<file path="config.mk">
export PLATFORM = sky130hd
export DESIGN_NAME = power_button_long_press_monitor_core
export DESIGN_NICKNAME = d
export VERILOG_FILES = /design/src/pblp_pkg.sv /design/src/power_button_long_press_monitor_core.sv /design/src/pblp_cfg.sv /design/src/pblp_press.sv /design/src/pblp_led.sv /design/src/pblp_out_buf.sv
export VERILOG_INCLUDE_DIRS = /design/src /design/src/src
export SDC_FILE = /design/constraint.sdc
export NUM_CORES = 1
export LEC_CHECK = 0
export BUFFER_PORTS_ARGS = -buffer_cell sky130_fd_sc_hd__buf_2
export CAP_MARGIN = 10
export CELL_PAD_IN_SITES_DETAIL_PLACEMENT = 1
export CELL_PAD_IN_SITES_GLOBAL_PLACEMENT = 1
export CORE_UTILIZATION = 25
export CTS_BUF_LIST = sky130_fd_sc_hd__clkbuf_8 sky130_fd_sc_hd__clkbuf_16
export DETAILED_ROUTE_END_ITERATION = 10
export PLACE_DENSITY = 0.56
export SYNTH_ARGS = -nofsm -noshare
export SYNTH_HDL_FRONTEND = slang
export SYNTH_SLANG_ARGS = --single-unit
</file>
<file path="constraint.sdc">
create_clock -name clk -period 3.65 [get_ports clk]
set_clock_uncertainty 0.1 [all_clocks]
set_input_delay 0.1825 -clock clk [delete_from_list [all_inputs] [get_ports clk]]
set_output_delay 0.1825 -clock clk [all_outputs]
set_load 0.05 [all_outputs]
</file>
<file path="src/power_button_long_press_monitor_core_macros.svh">
// assertion macros for the power button long-press monitor
// expects clk and rst_n in the scope where the macros are used
`ifndef POWER_BUTTON_LONG_PRESS_MONITOR_CORE_MACROS_SVH
`define POWER_BUTTON_LONG_PRESS_MONITOR_CORE_MACROS_SVH

// same-cycle implication, checked out of reset
`define PBLP_ASSERT_IMP(lbl, ante, cons, msg) \
  lbl: assert property (@(posedge clk) disable iff (!rst_n) (ante) |-> (cons)) \
    else $error(msg);

// next-cycle implication, checked out of reset
`define PBLP_ASSERT_NXT(lbl, ante, cons, msg) \
  lbl: assert property (@(posedge clk) disable iff (!rst_n) (ante) |=> (cons)) \
    else $error(msg);

`endif

</file>
<file path="src/pblp_pkg.sv">
// shared types, widths and constants of the power button long-press monitor
// no dependencies; used by every module of the block
package pblp_pkg;

  // register field widths
  localparam int PollIntW  = 8;
  localparam int PollLimW  = 7;
  localparam int LedChkW   = 12;
  localparam int BlinkW    = 10;
  localparam int CutW      = 14;
  localparam int DebW      = 8;
  localparam int CfgIdxW   = 3;
  localparam int CfgDataW  = 14;

  // state widths
  localparam int PressTmrW = 14;
  localparam int PollCntW  = 7;
  localparam int LedTmrW   = 12;

  // reset values of the configuration registers
  localparam logic [PollIntW-1:0] POLL_INT_RST  = PollIntW'(35);
  localparam logic [PollLimW-1:0] POLL_LIM_RST  = PollLimW'(100);
  localparam logic [LedChkW-1:0]  LED_CHK_RST   = LedChkW'(2000);
  localparam logic [BlinkW-1:0]   BLINK_RST     = BlinkW'(200);
  localparam logic [CutW-1:0]     CUT_RST       = CutW'(5000);
  localparam logic [DebW-1:0]     DEB_RST       = DebW'(40);

  // fixed timings and saturation points
  localparam logic [PollCntW-1:0]  HOLD_POLL_MS    = PollCntW'(50);
  localparam logic [PressTmrW-1:0] PRESS_TIMER_MAX = {PressTmrW{1'b1}};
  localparam logic [LedTmrW-1:0]   LED_TIMER_MAX   = {LedTmrW{1'b1}};

  // configuration register indexes
  typedef enum logic [CfgIdxW-1:0] {
    CFG_POLL_INTERVAL = 3'd0,
    CFG_POLL_LIMIT    = 3'd1,
    CFG_LED_CHECK     = 3'd2,
    CFG_BLINK_PHASE   = 3'd3,
    CFG_BATTERY_CUT   = 3'd4,
    CFG_DEBOUNCE      = 3'd5
  } cfg_idx_t;

  // press classifier phases
  typedef enum logic [3:0] {
    PH_IDLE     = 4'b0001,
    PH_POLL     = 4'b0010,
    PH_HOLD     = 4'b0100,
    PH_DEBOUNCE = 4'b1000
  } press_phase_t;

  // led sequencer phases
  typedef enum logic [6:0] {
    LD_IDLE  = 7'b0000001,
    LD_WAIT1 = 7'b0000010,
    LD_WAIT2 = 7'b0000100,
    LD_B1    = 7'b0001000,
    LD_B2    = 7'b0010000,
    LD_B3    = 7'b0100000,
    LD_B4    = 7'b1000000
  } led_phase_t;

  // current configuration
  typedef struct packed {
    logic [PollIntW-1:0] poll_interval;
    logic [PollLimW-1:0] poll_limit;
    logic [LedChkW-1:0]  led_check;
    logic [BlinkW-1:0]   blink_phase;
    logic [CutW-1:0]     battery_cut;
    logic [DebW-1:0]     debounce;
  } cfg_t;

  // press classifier outcome for one tick
  typedef struct packed {
    logic light;
    logic ev_valid;
    logic ev_long;
    logic auto_reset;
    logic cut;
    logic reen;
  } press_out_t;

  // one result word
  typedef struct packed {
    logic led_on;
    logic event_valid;
    logic event_long;
    logic auto_reset_enable;
    logic cut_warning;
    logic irq_reenable;
  } res_t;

endpackage

</file>
<file path="src/power_button_long_press_monitor_core.sv">
// power button long-press monitor, top level
// depends on pblp_pkg, pblp_cfg, pblp_press, pblp_led, pblp_out_buf and the macros header
//
// Each input word is one millisecond tick carrying the button level, the
// charger level and the press interrupt. Every accepted word yields exactly
// one result word: led level, press event (short or long), auto reset level,
// battery-cut warning pulse and interrupt re-enable pulse.
// Channels use valid/stall; a word moves on an edge with valid high and stall
// low. Configuration writes use cfg_valid/cfg_ready with cfg_index selecting
// the register; cfg_ready is always high and a write is registered in the bank.
// The result of an accepted word is registered in the result register, or in
// the skid stage while the result register is stalled. Throughput is one word
// per cycle while in_stall is low, set by the single pass from the state
// registers through the press and led logic into the result register.
// A skid stage sits behind the result register, so one more word is taken
// while a result is stalled; in_stall rises only when both are full.
// Synchronous reset returns the phases, timers and led to idle, loads the
// default configuration and empties the result stage.
`include "power_button_long_press_monitor_core_macros.svh"

module power_button_long_press_monitor_core (
  input  logic                          clk,
  input  logic                          rst_n,
  // input channel
  input  logic                          in_valid,
  output logic                          in_stall,
  input  logic                          in_button_held,
  input  logic                          in_charger_present,
  input  logic                          in_press_irq,
  // result channel
  output logic                          out_valid,
  input  logic                          out_stall,
  output logic                          out_led_on,
  output logic                          out_event_valid,
  output logic                          out_event_long,
  output logic                          out_auto_reset_enable,
  output logic                          out_cut_warning,
  output logic                          out_irq_reenable,
  // configuration channel
  input  logic                          cfg_valid,
  output logic                          cfg_ready,
  input  logic [pblp_pkg::CfgIdxW-1:0]  cfg_index,
  input  logic [pblp_pkg::CfgDataW-1:0] cfg_data
);

  pblp_pkg::cfg_t       cfg;
  pblp_pkg::press_out_t pout;
  pblp_pkg::res_t       res_new, res_out;
  logic                 step;
  logic                 led_nxt;

  assign cfg_ready = 1'b1;
  assign step      = in_valid && !in_stall;

  // configuration registers
  pblp_cfg u_cfg (
    .clk     (clk),
    .rst_n   (rst_n),
    .wr_en   (cfg_valid && cfg_ready),
    .wr_idx  (cfg_index),
    .wr_data (cfg_data),
    .cfg     (cfg)
  );

  // press classifier
  pblp_press u_press (
    .clk     (clk),
    .rst_n   (rst_n),
    .step    (step),
    .held    (in_button_held),
    .charger (in_charger_present),
    .irq     (in_press_irq),
    .cfg     (cfg),
    .pout    (pout)
  );

  // led sequencer
  pblp_led u_led (
    .clk     (clk),
    .rst_n   (rst_n),
    .step    (step),
    .held    (in_button_held),
    .light   (pout.light),
    .cfg     (cfg),
    .led_nxt (led_nxt)
  );

  // assemble the result word
  always_comb begin
    res_new.led_on            = led_nxt;
    res_new.event_valid       = pout.ev_valid;
    res_new.event_long        = pout.ev_long;
    res_new.auto_reset_enable = pout.auto_reset;
    res_new.cut_warning       = pout.cut;
    res_new.irq_reenable      = pout.reen;
  end

  // result register and skid stage
  pblp_out_buf u_out_buf (
    .clk      (clk),
    .rst_n    (rst_n),
    .wr_valid (in_valid),
    .wr_data  (res_new),
    .wr_stall (in_stall),
    .rd_valid (out_valid),
    .rd_stall (out_stall),
    .rd_data  (res_out)
  );

  assign out_led_on            = res_out.led_on;
  assign out_event_valid       = res_out.event_valid;
  assign out_event_long        = res_out.event_long;
  assign out_auto_reset_enable = res_out.auto_reset_enable;
  assign out_cut_warning       = res_out.cut_warning;
  assign out_irq_reenable      = res_out.irq_reenable;

  // checks on the block's own logic
  `PBLP_ASSERT_IMP(a_long_has_event, out_valid && out_event_long, out_event_valid,
    "long press reported without event")
  `PBLP_ASSERT_IMP(a_long_no_autoreset, out_valid && out_event_long, !out_auto_reset_enable,
    "auto reset set on a long press")
  `PBLP_ASSERT_IMP(a_cut_not_event, out_valid && out_cut_warning, !out_event_valid,
    "battery-cut warning on a classification tick")
  `PBLP_ASSERT_IMP(a_stall_means_full, in_stall, out_valid,
    "input stalled while the result register is empty")
  `PBLP_ASSERT_NXT(a_accept_gives_result, in_valid && !in_stall, out_valid,
    "accepted word produced no result")

endmodule

</file>
<file path="src/pblp_cfg.sv">
// configuration register bank of the long-press monitor
// depends on pblp_pkg
module pblp_cfg (
  input  logic                            clk,
  input  logic                            rst_n,
  input  logic                            wr_en,
  input  logic [pblp_pkg::CfgIdxW-1:0]    wr_idx,
  input  logic [pblp_pkg::CfgDataW-1:0]   wr_data,
  output pblp_pkg::cfg_t                  cfg
);

  pblp_pkg::cfg_t cfg_r;
  pblp_pkg::cfg_t cfg_nxt;

  // register write decode, unknown indexes are dropped
  always_comb begin
    cfg_nxt = cfg_r;
    if (wr_en) begin
      case (pblp_pkg::cfg_idx_t'(wr_idx))
        pblp_pkg::CFG_POLL_INTERVAL:
          cfg_nxt.poll_interval = wr_data[pblp_pkg::PollIntW-1:0];
        pblp_pkg::CFG_POLL_LIMIT:
          cfg_nxt.poll_limit = wr_data[pblp_pkg::PollLimW-1:0];
        pblp_pkg::CFG_LED_CHECK:
          cfg_nxt.led_check = wr_data[pblp_pkg::LedChkW-1:0];
        pblp_pkg::CFG_BLINK_PHASE:
          cfg_nxt.blink_phase = wr_data[pblp_pkg::BlinkW-1:0];
        pblp_pkg::CFG_BATTERY_CUT:
          cfg_nxt.battery_cut = wr_data[pblp_pkg::CutW-1:0];
        pblp_pkg::CFG_DEBOUNCE:
          cfg_nxt.debounce = wr_data[pblp_pkg::DebW-1:0];
        default: ;
      endcase
    end
  end

  // register bank
  always_ff @(posedge clk) begin
    if (!rst_n) begin
      cfg_r.poll_interval <= pblp_pkg::POLL_INT_RST;
      cfg_r.poll_limit    <= pblp_pkg::POLL_LIM_RST;
      cfg_r.led_check     <= pblp_pkg::LED_CHK_RST;
      cfg_r.blink_phase   <= pblp_pkg::BLINK_RST;
      cfg_r.battery_cut   <= pblp_pkg::CUT_RST;
      cfg_r.debounce      <= pblp_pkg::DEB_RST;
    end else begin
      cfg_r <= cfg_nxt;
    end
  end

  assign cfg = cfg_r;

endmodule

</file>
<file path="src/pblp_press.sv">
// press classifier: short/long detection, hold watch and debounce
// depends on pblp_pkg
module pblp_press (
  input  logic                 clk,
  input  logic                 rst_n,
  input  logic                 step,
  input  logic                 held,
  input  logic                 charger,
  input  logic                 irq,
  input  pblp_pkg::cfg_t       cfg,
  output pblp_pkg::press_out_t pout
);

  pblp_pkg::press_phase_t              phase_r, phase_nxt;
  logic [pblp_pkg::PressTmrW-1:0]      timer_r, timer_nxt, timer_inc;
  logic [pblp_pkg::PollCntW-1:0]       count_r, count_nxt, count_inc;
  logic                                auto_r, auto_nxt;
  logic                                deb_zero;

  // saturating timer and plain counter increments
  always_comb begin
    timer_inc = (timer_r < pblp_pkg::PRESS_TIMER_MAX) ? timer_r + 1'b1 : timer_r;
    count_inc = count_r + 1'b1;
    deb_zero  = (cfg.debounce == '0);
  end

  // phase transitions for one tick
  always_comb begin
    phase_nxt = phase_r;
    timer_nxt = timer_r;
    count_nxt = count_r;
    auto_nxt  = auto_r;
    pout      = '0;
    case (phase_r)
      pblp_pkg::PH_IDLE: begin
        if (irq) begin
          pout.light = !charger;
          auto_nxt   = 1'b0;
          timer_nxt  = '0;
          if (!held) begin
            auto_nxt      = 1'b1;
            pout.ev_valid = 1'b1;
            count_nxt     = '0;
            pout.reen     = deb_zero;
            phase_nxt     = deb_zero ? pblp_pkg::PH_IDLE : pblp_pkg::PH_DEBOUNCE;
          end else begin
            count_nxt = pblp_pkg::PollCntW'(1);
            phase_nxt = pblp_pkg::PH_POLL;
          end
        end
      end
      pblp_pkg::PH_POLL: begin
        timer_nxt = timer_inc;
        if (timer_inc >= pblp_pkg::PressTmrW'(cfg.poll_interval)) begin
          timer_nxt = '0;
          if (count_r >= cfg.poll_limit) begin
            pout.ev_valid = 1'b1;
            pout.ev_long  = 1'b1;
            count_nxt     = '0;
            phase_nxt     = pblp_pkg::PH_HOLD;
          end else if (!held) begin
            pout.ev_valid = 1'b1;
            count_nxt     = '0;
            pout.reen     = deb_zero;
            phase_nxt     = deb_zero ? pblp_pkg::PH_IDLE : pblp_pkg::PH_DEBOUNCE;
          end else begin
            count_nxt = count_inc;
          end
        end
      end
      pblp_pkg::PH_HOLD: begin
        if (timer_r < pblp_pkg::PRESS_TIMER_MAX) begin
          timer_nxt = timer_inc;
          pout.cut  = (timer_inc == cfg.battery_cut);
        end
        count_nxt = count_inc;
        // release check every fixed hold poll period
        if (count_inc >= pblp_pkg::HOLD_POLL_MS) begin
          count_nxt = '0;
          if (!held) begin
            timer_nxt = '0;
            pout.reen = deb_zero;
            phase_nxt = deb_zero ? pblp_pkg::PH_IDLE : pblp_pkg::PH_DEBOUNCE;
          end
        end
      end
      pblp_pkg::PH_DEBOUNCE: begin
        timer_nxt = timer_inc;
        if (timer_inc >= pblp_pkg::PressTmrW'(cfg.debounce)) begin
          pout.reen = 1'b1;
          timer_nxt = '0;
          phase_nxt = pblp_pkg::PH_IDLE;
        end
      end
      default: phase_nxt = pblp_pkg::PH_IDLE;
    endcase
    pout.auto_reset = auto_nxt;
  end

  // classifier state, advanced once per accepted word
  always_ff @(posedge clk) begin
    if (!rst_n) begin
      phase_r <= pblp_pkg::PH_IDLE;
      timer_r <= '0;
      count_r <= '0;
      auto_r  <= 1'b0;
    end else if (step) begin
      phase_r <= phase_nxt;
      timer_r <= timer_nxt;
      count_r <= count_nxt;
      auto_r  <= auto_nxt;
    end
  end

endmodule

</file>
<file path="src/pblp_led.sv">
// led sequencer: hold checks and the two-blink pattern
// depends on pblp_pkg
module pblp_led (
  input  logic           clk,
  input  logic           rst_n,
  input  logic           step,
  input  logic           held,
  input  logic           light,
  input  pblp_pkg::cfg_t cfg,
  output logic           led_nxt
);

  pblp_pkg::led_phase_t            phase_r, phase_nxt, phase_tk;
  logic [pblp_pkg::LedTmrW-1:0]    timer_r, timer_nxt, timer_tk, timer_inc, lim;
  logic                            level_r, level_tk;
  logic                            blinking;

  // timer increment and the limit of the current phase
  always_comb begin
    timer_inc = (timer_r < pblp_pkg::LED_TIMER_MAX) ? timer_r + 1'b1 : timer_r;
    blinking  = (phase_r == pblp_pkg::LD_B1) || (phase_r == pblp_pkg::LD_B2) ||
                (phase_r == pblp_pkg::LD_B3) || (phase_r == pblp_pkg::LD_B4);
    lim       = blinking ? pblp_pkg::LedTmrW'(cfg.blink_phase) : cfg.led_check;
  end

  // tick of the sequence, ahead of the press logic
  always_comb begin
    phase_tk = phase_r;
    timer_tk = timer_r;
    level_tk = level_r;
    if (phase_r != pblp_pkg::LD_IDLE) begin
      timer_tk = timer_inc;
      if (timer_inc >= lim) begin
        timer_tk = '0;
        case (phase_r)
          pblp_pkg::LD_WAIT1: begin
            if (held) begin
              phase_tk = pblp_pkg::LD_WAIT2;
            end else begin
              level_tk = 1'b0;
              phase_tk = pblp_pkg::LD_IDLE;
            end
          end
          pblp_pkg::LD_WAIT2: begin
            level_tk = 1'b0;
            phase_tk = held ? pblp_pkg::LD_B1 : pblp_pkg::LD_IDLE;
          end
          pblp_pkg::LD_B1: begin
            level_tk = 1'b1;
            phase_tk = pblp_pkg::LD_B2;
          end
          pblp_pkg::LD_B2: begin
            level_tk = 1'b0;
            phase_tk = pblp_pkg::LD_B3;
          end
          pblp_pkg::LD_B3: begin
            level_tk = 1'b1;
            phase_tk = pblp_pkg::LD_B4;
          end
          default: begin
            level_tk = 1'b0;
            phase_tk = pblp_pkg::LD_IDLE;
          end
        endcase
      end
    end
  end

  // a new press lights the led and restarts the sequence unless a check waits
  always_comb begin
    phase_nxt = phase_tk;
    timer_nxt = timer_tk;
    led_nxt   = level_tk;
    if (light) begin
      led_nxt = 1'b1;
      if ((phase_tk != pblp_pkg::LD_WAIT1) && (phase_tk != pblp_pkg::LD_WAIT2)) begin
        phase_nxt = pblp_pkg::LD_WAIT1;
        timer_nxt = '0;
      end
    end
  end

  // sequencer state, advanced once per accepted word
  always_ff @(posedge clk) begin
    if (!rst_n) begin
      phase_r <= pblp_pkg::LD_IDLE;
      timer_r <= '0;
      level_r <= 1'b0;
    end else if (step) begin
      phase_r <= phase_nxt;
      timer_r <= timer_nxt;
      level_r <= led_nxt;
    end
  end

endmodule

</file>
<file path="src/pblp_out_buf.sv">
// result register with a skid stage behind it
// depends on pblp_pkg
module pblp_out_buf (
  input  logic           clk,
  input  logic           rst_n,
  input  logic           wr_valid,
  input  pblp_pkg::res_t wr_data,
  output logic           wr_stall,
  output logic           rd_valid,
  input  logic           rd_stall,
  output pblp_pkg::res_t rd_data
);

  logic           out_valid_r, out_valid_nxt;
  logic           skid_valid_r, skid_valid_nxt;
  pblp_pkg::res_t out_data_r, out_data_nxt;
  pblp_pkg::res_t skid_data_r, skid_data_nxt;
  logic           accept;
  logic           out_free;

  assign accept   = wr_valid && !skid_valid_r;
  assign out_free = !out_valid_r || !rd_stall;

  // refill the result register from the skid stage first
  always_comb begin
    out_valid_nxt  = out_valid_r;
    out_data_nxt   = out_data_r;
    skid_valid_nxt = skid_valid_r;
    skid_data_nxt  = skid_data_r;
    if (out_free) begin
      if (skid_valid_r) begin
        out_valid_nxt  = 1'b1;
        out_data_nxt   = skid_data_r;
        skid_valid_nxt = 1'b0;
      end else begin
        out_valid_nxt = accept;
        out_data_nxt  = wr_data;
      end
    end else if (accept) begin
      skid_valid_nxt = 1'b1;
      skid_data_nxt  = wr_data;
    end
  end

  // control flags
  always_ff @(posedge clk) begin
    if (!rst_n) begin
      out_valid_r  <= 1'b0;
      skid_valid_r <= 1'b0;
    end else begin
      out_valid_r  <= out_valid_nxt;
      skid_valid_r <= skid_valid_nxt;
    end
  end

  // payload
  always_ff @(posedge clk) begin
    out_data_r  <= out_data_nxt;
    skid_data_r <= skid_data_nxt;
  end

  assign wr_stall = skid_valid_r;
  assign rd_valid = out_valid_r;
  assign rd_data  = out_data_r;

endmodule
</file>
## Word level (Yosys, flattened, before mapping)

Index checks and enable logic that the tools add are counted.

- Add/sub/neg operators: 3
- Reduce and logical (&&, ||, !) cells: 26
- Order comparisons: 7
- Bitwise logic cells: 2
- Muxes and demuxes: 63
- Equality and inequality tests: 23

Operators with widths:

| kind | count |
|---|---|
| $mux W14 | 7 |
| $mux W12 | 6 |
| $mux W7 | 9 |
| $pmux W14 S4 | 1 |
| $mux W4 | 9 |
| $pmux W7 S5 | 1 |
| $ge A14 B8 Y1 | 2 |
| $mux W1 | 21 |
| $pmux W7 S3 | 1 |
| $pmux W4 S4 | 1 |
| $add A14 B1 Y14 const B | 1 |
| $eq A14 B14 Y1 | 1 |
| $lt A14 B14 Y1 const B | 1 |
| $reduce_and A2 Y1 | 7 |
| $add A12 B1 Y12 const B | 1 |
| $ge A12 B12 Y1 | 1 |
| $lt A12 B12 Y1 const B | 1 |
| $logic_not A8 Y1 | 1 |
| $add A7 B1 Y7 const B | 1 |
| $eq A7 B2 Y1 const B | 1 |
| $eq A7 B3 Y1 const B | 1 |
| $eq A7 B4 Y1 const B | 1 |
| $eq A7 B5 Y1 const B | 1 |
| $eq A7 B6 Y1 const B | 1 |
| other kinds (31) | 46 |

- Output and inout port bits: 9
- Bits of input ports: 25
- Logic and storage cells: 151
- Register bits after elaboration: 119

## Logic depth before layout (Yosys ltp)

Gate-level depths: netlist of run 1.

- Depth after elaboration: 12
- Depth in mapped cells: 17
- Gate-level depth less buffers: 14

## Modules after synthesis

Synthesis of run 1 repeated with hierarchy kept, for this count alone.

- Cell total of the unflattened synthesis: 859
- Area, all modules: 7,494.7 um^2

By module, submodules not included:

| module | instances | cells each | sequential area each (um^2) | area each (um^2) |
|---|---|---|---|---|
| pblp_press | 1 | 385 | 520.5 | 2,881.5 |
| pblp_cfg | 1 | 226 | 1,181.1 | 2,356.0 |
| pblp_led | 1 | 219 | 400.4 | 1,692.9 |
| pblp_out_buf | 1 | 26 | 400.4 | 539.3 |
| power_button_long_press_monitor_core | 1 | 3 | 0.0 | 25.0 |

## Least setup slack after synthesis of run 1

No wires, ideal clock.

- Kind: flip-flop to flip-flop
- From: register u_led.timer_r[0] (netlist bit)
- To: register u_led.timer_r[1] (netlist bit)
- Setup time: 0.086 ns
- Cell stages (with the launch flop): 17
- Arrival time: 3.656 ns
- Buffers on the path: 2
- Required time: 3.464 ns
- Period minus slack after synthesis: 3.841 ns
- Setup slack: -0.191 ns
- Cells stage by stage: dfxtp_1 > ha_1 > and3_1 > nand4_1 > or2_2 > clkbuf_1 > buf_1 > nand2_1 > xnor2_1 > ha_1 > a211oi_1 > o21ai_0 > a21oi_1 > o21bai_1 > a211oi_1 > nand3_1 > a211oi_1

- Longest elaborated chain between the ends: 9
- Elaborated cells on any way between the ends: 13
- Classes of those cells: 1 x add/sub; 2 x order compare; 2 x eq/ne; 7 x mux; 1 x reduce/logical

Ends and longest elaborated chain:

| element | RTL line | RTL |
|---|---|---|
| from (decl) | pblp_led.sv:14 | `logic [pblp_pkg::LedTmrW-1:0] timer_r, timer_nxt, timer_tk, timer_inc, lim;` |
| from (signal assigned) | pblp_led.sv:91 | `timer_r <= timer_nxt;` |
| $add A12 B1 Y12 / $lt A12 B12 Y1 (equally long branches) | pblp_led.sv:20 | `timer_inc = (timer_r < pblp_pkg::LED_TIMER_MAX) ? timer_r + 1'b1 : timer_r;` |
| $mux W12 * | pblp_led.sv:20 |  |
| $ge A12 B12 Y1 | pblp_led.sv:33 | `if (timer_inc >= lim) begin` |
| $mux W7 | pblp_led.sv:33 |  |
| $mux W7 | pblp_led.sv:31 | `if (phase_r != pblp_pkg::LD_IDLE) begin` |
| $ne A7 B2 Y1 / $ne A7 B3 Y1 (equally long branches) | pblp_led.sv:76 | `if ((phase_tk != pblp_pkg::LD_WAIT1) && (phase_tk != pblp_pkg::LD_WAIT2)) begin` |
| $logic_and A1 B1 Y1 | pblp_led.sv:76 |  |
| $mux W12 | pblp_led.sv:76 |  |
| $mux W12 * | pblp_led.sv:74 | `if (light) begin` |

Every way passes the cells marked *; elsewhere a longest branch is shown, timed or not.
A chain may end at the register's enable or synchronous reset.

## Worst setup path in the final report of run 1

- From: register u_led.timer_r[1] (netlist bit)
- To: register u_out_buf.out_data_r, in the netlist u_out_buf.rd_data[5], data pin

- Longest elaborated chain between the ends: 7
- Elaborated cells on any way between the ends: 8
- Classes of those cells: 1 x add/sub; 2 x order compare; 5 x mux

Ends and longest elaborated chain:

| element | RTL line | RTL |
|---|---|---|
| $add A12 B1 Y12 / $lt A12 B12 Y1 (equally long branches) | pblp_led.sv:20 |  |
| $mux W12 * | pblp_led.sv:20 |  |
| $ge A12 B12 Y1 * | pblp_led.sv:33 |  |
| $mux W1 * | pblp_led.sv:33 |  |
| $mux W1 * | pblp_led.sv:31 |  |
| $mux W1 * | pblp_led.sv:74 |  |
| named net led_nxt | power_button_long_press_monitor_core.sv:50 | `logic led_nxt;` |
| $mux W6 * | pblp_out_buf.sv:31 | `if (skid_valid_r) begin` |
| to (signal assigned) | pblp_out_buf.sv:58 | `out_data_r <= out_data_nxt;` |
| to (decl) | pblp_out_buf.sv:16 | `pblp_pkg::res_t out_data_r, out_data_nxt;` |

The timed path passes the listed nets; every way through them passes the cells marked *.

==> impl_metrics.env, run 1 <==
export IMPL_seqPwrFrac=0.390
export IMPL_worstPathArrival_ns=3.55
export IMPL_grt_pass1_wl_um=37900
export IMPL_synthTopCellsByCount="nand2_1 (182), dfxtp_1 (107), a21oi_1 (79)"
export IMPL_firstDrtPassIters=4
export IMPL_fin_cells=1381
export IMPL_critPathTopFamily="compound AO/OA/AOI/OAI gates"
export IMPL_hold_ws_ns=0.126
export IMPL_die_x_um=171
export IMPL_dp_cells=1332
export IMPL_yosysWarnings=0
export IMPL_vias=6656
export IMPL_preCtsSetupSlack_ns=-0.0651
export IMPL_grt_pass1_vias=6830
export IMPL_overflow=0
export IMPL_clockPowerShare=0.488
export IMPL_critical_path_buf_inv_count=0
export IMPL_path_clk_slew_ns=0.06
export IMPL_worstMarginPinSlew_ns=1.10
export IMPL_grt_setup_unrepaired="yes"
export IMPL_cts_tree="yes"
export IMPL_die_h_um=171
export IMPL_cts_inserted_buffers=17
export IMPL_multi_input_area_um2=4390
export IMPL_clockRootBuffer="clkbuf_16"
export IMPL_core_area_um2=27900
export IMPL_crit_path_cell_trace="ha_2, and3_1, nand4_1, or2_4, nand2_1, xnor2_1, ha_1, a211oi_2, o21ai_1, a21oi_2, o21ai_4, and2_1, a221o_1, mux2_2"
export IMPL_worst_slew_margin_rel=0.258
export IMPL_io_buffers=32
export IMPL_drive_above_1_share=0.190
export IMPL_gp_congestion=0.786
export IMPL_pwr_density_cell_nw_per_um2=400
export IMPL_drt_iter0_drc=350
export IMPL_intPower_mw=2.61
export IMPL_timing_worst_setup_path_type="register to register"
export IMPL_syn_nets=959
export IMPL_grt_max_degree=50
export IMPL_critPathMaxFanout=9
export IMPL_grt_usage=0.167
export IMPL_fin_ws_ns=0.178
export IMPL_startpoint_type="register"
export IMPL_power_leakage_nw=3.51
export IMPL_antenna_found_initial=0
export IMPL_ys_flop_type="dfxtp_1"
export IMPL_synth_edf_count=12
export IMPL_h_tree_depth=4
export IMPL_yosys_top_cells_area="dfxtp_1 (30%), nand2_1 (9.6%), ha_1 (6.8%)"
export IMPL_fmax_ghz=0.288
export IMPL_status="complete, no violations"
export IMPL_hold_viol_final=0
export IMPL_drc=0
export IMPL_regArea_um2=2510
export IMPL_endpoint_kind="register"
export IMPL_synth_largest_area_cell="dfxtp_1"
export IMPL_finalCritPeriodShare=0.951
export IMPL_worst_ep_required_time_ns=3.73
export IMPL_postRouteAntennaNets=0
export IMPL_place_area_um2=8150
export IMPL_hpwl_um=17100
export IMPL_syn_area_um2=7140
export IMPL_areaGrowthSynthToFinish_pct=26.0
export IMPL_async_flop_share=0
export IMPL_fillerInstances=3349
export IMPL_switching_share=0.275
export IMPL_post_synth_top_count_cell="nand2_1"
export IMPL_maxCapViolCount=0
export IMPL_p_switching_uw=988
export IMPL_rows=61
export IMPL_finalSetupViolCount=0
export IMPL_slew_violations=0
export IMPL_cts_buffer_depth=2
export IMPL_slowest_delay_ns=0.36
export IMPL_clock_latency_ns=0.43
export IMPL_numClockSinks=119
export IMPL_min_period_ns=3.47
export IMPL_pwr_share_comb=0.122
export IMPL_finalWirelength_um=23100
export IMPL_start_util=0.256
export IMPL_antenna_cells=0
export IMPL_final_cell_area_um2=8990
export IMPL_rrSetupSlack_ns=0.18
export IMPL_viasPerCell=4.82
export IMPL_tns_ns=0
export IMPL_num_io_pins=34
export IMPL_peakVddDrop_uv=234
export IMPL_syn_avg_cell_area_um2=7.98
export IMPL_synth_cell_types=75
export IMPL_crit_slowest_cell="a221o_1"
export IMPL_seq_area_frac_synth=0.351
export IMPL_hp_class="primary input to register"
export IMPL_dieArea_um2=29200
export IMPL_synth_seq_cells=119
export IMPL_wl_per_cell_um=16.7
export IMPL_synth_top_area_frac=0.300
export IMPL_nets=1054
export IMPL_synth_cells=895
[final timing paths]
check	start	end	cells after the start
max	u_led.timer_r[1]$_SDFFE_PN0P_	u_out_buf.rd_data[5]$_DFFE_PP_	14
min	rst_n	u_press.count_r[1]$_SDFFE_PN0P_	3
max reg2reg	u_led.timer_r[1]$_SDFFE_PN0P_	u_out_buf.rd_data[5]$_DFFE_PP_	14
min reg2reg	u_cfg.cfg[35]$_SDFFE_PN0P_	u_cfg.cfg[35]$_SDFFE_PN0P_	2
[cells in the final DEF (no fill, tap or decap), types with 9 or more instances in the layout]
master	n
buf_4	71
edfxtp_1	12
dlygate4sd3_1	16
ha_1	38
nand4_1	12
nand2_1	181
a21oi_1	78
xnor2_1	17
nor2_1	32
clkbuf_16	17
nand2b_1	11
dfxtp_1	99
mux2i_1	15
nand3_1	40
xor2_1	16
o21ai_0	36
inv_1	36
o211ai_1	15
a22oi_1	9
buf_2	32
nor3_1	25
[per-stage QoR]
stage	total power [mW]	util
floorplan	1.70	-
global placement	1.85	0.292
global route	3.74	0.322
detailed placement	1.85	0.292
finish	3.60	0.322
CTS	3.63	0.320
[kinds of logic (layout without fill, tap and decap cells)]
kind of cell | Yosys count | count (layout) | share of synthesized area
XOR/XNOR | 35 | 35 | 0.0429
AO/OA/AOI/OAI | 213 | 213 | 0.188
adder cells (fa/ha/maj) | 39 | 39 | 0.0683
flip-flops | 119 | 119 | 0.351
buffers and inverters | 80 | 188 | 0.0485
AND/OR/NAND/NOR | 383 | 383 | 0.264
other | 1 | 1 | 0.000525
multiplexers | 25 | 25 | 0.0372
[registers in the layout, indices dropped and copies added (netlist names)]
register / flops
u_led.phase_r: 7
u_out_buf.rd_data: 6
u_led.level_r: 1
u_press.timer_r: 14
u_out_buf.skid_data_r: 6
u_press.phase_r: 4
u_press.auto_r: 1
u_out_buf.rd_valid: 1
u_cfg.cfg: 59
u_led.timer_r: 12
u_press.count_r: 7
u_out_buf.wr_stall: 1
[worst register-to-register path, cell delays in order (launching register included)]
cell	delay (ns)
dfxtp_2	0.33
ha_2	0.17
and3_1	0.16
nand4_1	0.12
or2_4	0.30
nand2_1	0.11
xnor2_1	0.12
ha_1	0.28
a211oi_2	0.24
o21ai_1	0.11
a21oi_2	0.25
o21ai_4	0.11
and2_1	0.18
a221o_1	0.36
mux2_2	0.27
[area by class of cell]
type,instances,share of cell area
clock inverters,14,0.0177
clock buffers,18,0.0488
multi-input cells,696,0.488
repair buffers,121,0.0993
flip-flops and latches,119,0.279
well taps,378,0.0526
inverters,35,0.0146
[power groups by stage]
stage	clock network (mW)	registers [mW]	logic, mW
after floorplan	0	1.44	0.255
after global placement	0	1.43	0.416
after detailed placement	0	1.43	0.420
after CTS	1.79	1.40	0.437
after global routing	1.85	1.41	0.481
final	1.76	1.40	0.438
[per-layer routing]
layer | wire, um | vias up | GRT usage
met5 | 0 | - | 0
met4 | 186 | 0 | 0.0481
met3 | 511 | 11 | 0.0259
met2 | 10600 | 76 | 0.268
met1 | 11900 | 3192 | 0.231
li1 | - | 3377 | -
[timing repair]
action,CTS,global route
gates resized for setup,6,19
hold buffers,16,0
pin swaps,1,9
setup buffers,0,1
hold endpoints to repair,51,0
setup endpoints to repair,3,44
Power figures use the tool's default switching activity.
==> run 2, diff against run 1 <==
- CORE_UTILIZATION: 25 -> 40
- PLACE_DENSITY: 0.56 -> 0.79
==> impl_metrics.env, run 2 (synthesized netlist as in run 1, its figures left out) <==
export IMPL_status="complete, no violations"
export IMPL_antenna_cells=0
export IMPL_areaGrowthSynthToFinish_pct=24.2
export IMPL_worst_ep_required_time_ns=3.87
export IMPL_worstPathArrival_ns=3.72
export IMPL_power_leakage_nw=3.50
export IMPL_grt_use_met3=0.0438
export IMPL_cts_tree="yes"
export IMPL_place_area_um2=7890
export IMPL_hold_viol_final=0
export IMPL_start_util=0.411
export IMPL_hold_ws_ns=0.0107
export IMPL_grt_pass1_wl_um=37100
export IMPL_final_cell_area_um2=8870
export IMPL_drc=0
export IMPL_grt_most_used_layer="met2"
export IMPL_p_total_mw=3.61
export IMPL_layout_commonest_cell="nand2_1"
export IMPL_cts_inserted_buffers=17
export IMPL_postRouteAntennaNets=0
export IMPL_peakVddDrop_uv=344
export IMPL_maxCapViolCount=0
export IMPL_viasPerCell=5.75
export IMPL_die_h_um=136
export IMPL_numClockSinks=119
export IMPL_clock_latency_ns=0.43
export IMPL_worst_slew_margin_rel=0.262
export IMPL_vias=7053
export IMPL_drt_iter0_drc=553
export IMPL_use_met1=0.331
export IMPL_dp_cells=1173
export IMPL_cts_buffer_depth=2
export IMPL_pwr_density_cell_nw_per_um2=407
export IMPL_grt_pass1_vias=7273
export IMPL_grt_usage=0.259
export IMPL_min_period_ns=3.50
export IMPL_path_clk_slew_ns=0.06
export IMPL_io_buffers=32
export IMPL_die_x_um=136
export IMPL_antenna_found_initial=0
export IMPL_finalCritPeriodShare=0.958
export IMPL_fmax_ghz=0.286
export IMPL_hp_class="primary input to register"
export IMPL_critPathMaxFanout=3
export IMPL_layout_common_cells="nand2_1 (180), dfxtp_1 (101), a21oi_1 (77)"
export IMPL_largest_register_ffs=59
export IMPL_final_util=0.511
export IMPL_drive_above_1_share=0.200
export IMPL_slew_violations=0
export IMPL_finalWirelength_um=23000
export IMPL_grt_max_degree=65
export IMPL_rows=48
export IMPL_nets=1053
export IMPL_num_io_pins=34
export IMPL_firstDrtPassIters=4
export IMPL_worstMarginPinSlew_ns=1.10
export IMPL_core_area_um2=17400
export IMPL_overflow=0
export IMPL_gr_usage_met2=0.440
export IMPL_gp_congestion=0.893
export IMPL_fin_cells=1227
export IMPL_hpwl_um=15800
export IMPL_startpoint_type="register"
export IMPL_wl_per_cell_um=18.7
export IMPL_finalSetupViolCount=0
export IMPL_endpoint_kind="register"
export IMPL_timing_worst_setup_path_type="register to register"
export IMPL_dieArea_um2=18400
export IMPL_clockRootBuffer="clkbuf_16"
export IMPL_h_tree_depth=4
## run 2: cell types whose count changed in the layout (fill, tap and decap cells not counted), moves of 2 or more
| cell | previous run | this run |
|---|---|---|
| a211oi_1 | 8 | 11 |
| a211oi_2 | 4 | 1 |
| clkbuf_8 | 1 | 4 |
| buf_12 | 2 | 0 |
| dfxtp_1 | 99 | 101 |
| dfxtp_2 | 8 | 6 |
| ha_1 | 38 | 36 |
| ha_4 | 0 | 2 |
| inv_1 | 36 | 34 |
## run 2: critical path: stages, from the launching register on
cell,delay (ns)
dfxtp_2,0.36
ha_4,0.16
nand3_4,0.09
nor4_4,0.27
buf_6,0.17
mux2_4,0.33
ha_1,0.27
a21o_1,0.17
a211o_4,0.36
a2111oi_4,0.46
a211oi_1,0.19
buf_4,0.19
a311oi_1,0.28
## run 2: final cells by class
cell class	count	area [um2]
fill	2085	8490
multi-input combinational	696	4460
sequential	119	2510
timing repair buffer	120	862
clock buffer	22	505
tap	225	282
inverter	35	131
clock inverter	10	115
## run 2: metal layers
metal  share of wire  vias to the layer above
met5               0                        -
met4           0.017                        0
met3           0.037                       38
met2            0.49                      144
met1            0.46                     3489
li1                -                     3382
## run 2: final timing paths
kind,start,slack (ns),depth (start not counted),endpoint
setup / recovery,u_press.timer_r[0]$_SDFFE_PN0P_,0.15,12,u_press.phase_r[2]$_SDFFE_PN0P_
hold reg to reg,u_cfg.cfg[23]$_SDFFE_PN0P_,0.36,2,u_cfg.cfg[23]$_SDFFE_PN0P_
setup reg to reg,u_press.timer_r[0]$_SDFFE_PN0P_,0.15,12,u_press.phase_r[2]$_SDFFE_PN0P_
hold / removal,in_button_held,0.01,3,u_press.count_r[6]$_SDFFE_PN0P_
## run 2: power by group
| part | switching, mW | internal [mW] | leakage, nW |
|---|---|---|---|
| logic | 0.281 | 0.154 | 2.21 |
| clock network | 0.649 | 1.12 | 0.296 |
| registers | 0.0394 | 1.37 | 0.991 |
## run 2: stage by stage
stage / worst slack (ns) / setup TNS [ns]
final: 0.152 / 0
after global routing: -0.0241 / -0.0253
after CTS: 0.00418 / 0
after detailed placement: -0.0137 / -0.0137
after global placement: 0.0754 / 0
after floorplan: 0.0106 / 0
## run 2: timing repair
item	in CTS	in global routing
hold buffers	15	0
pin swaps	3	15
setup endpoints to repair	22	48
gates resized for setup	3	35
buffers inserted	5	3
endpoints found under the hold margin	42	0
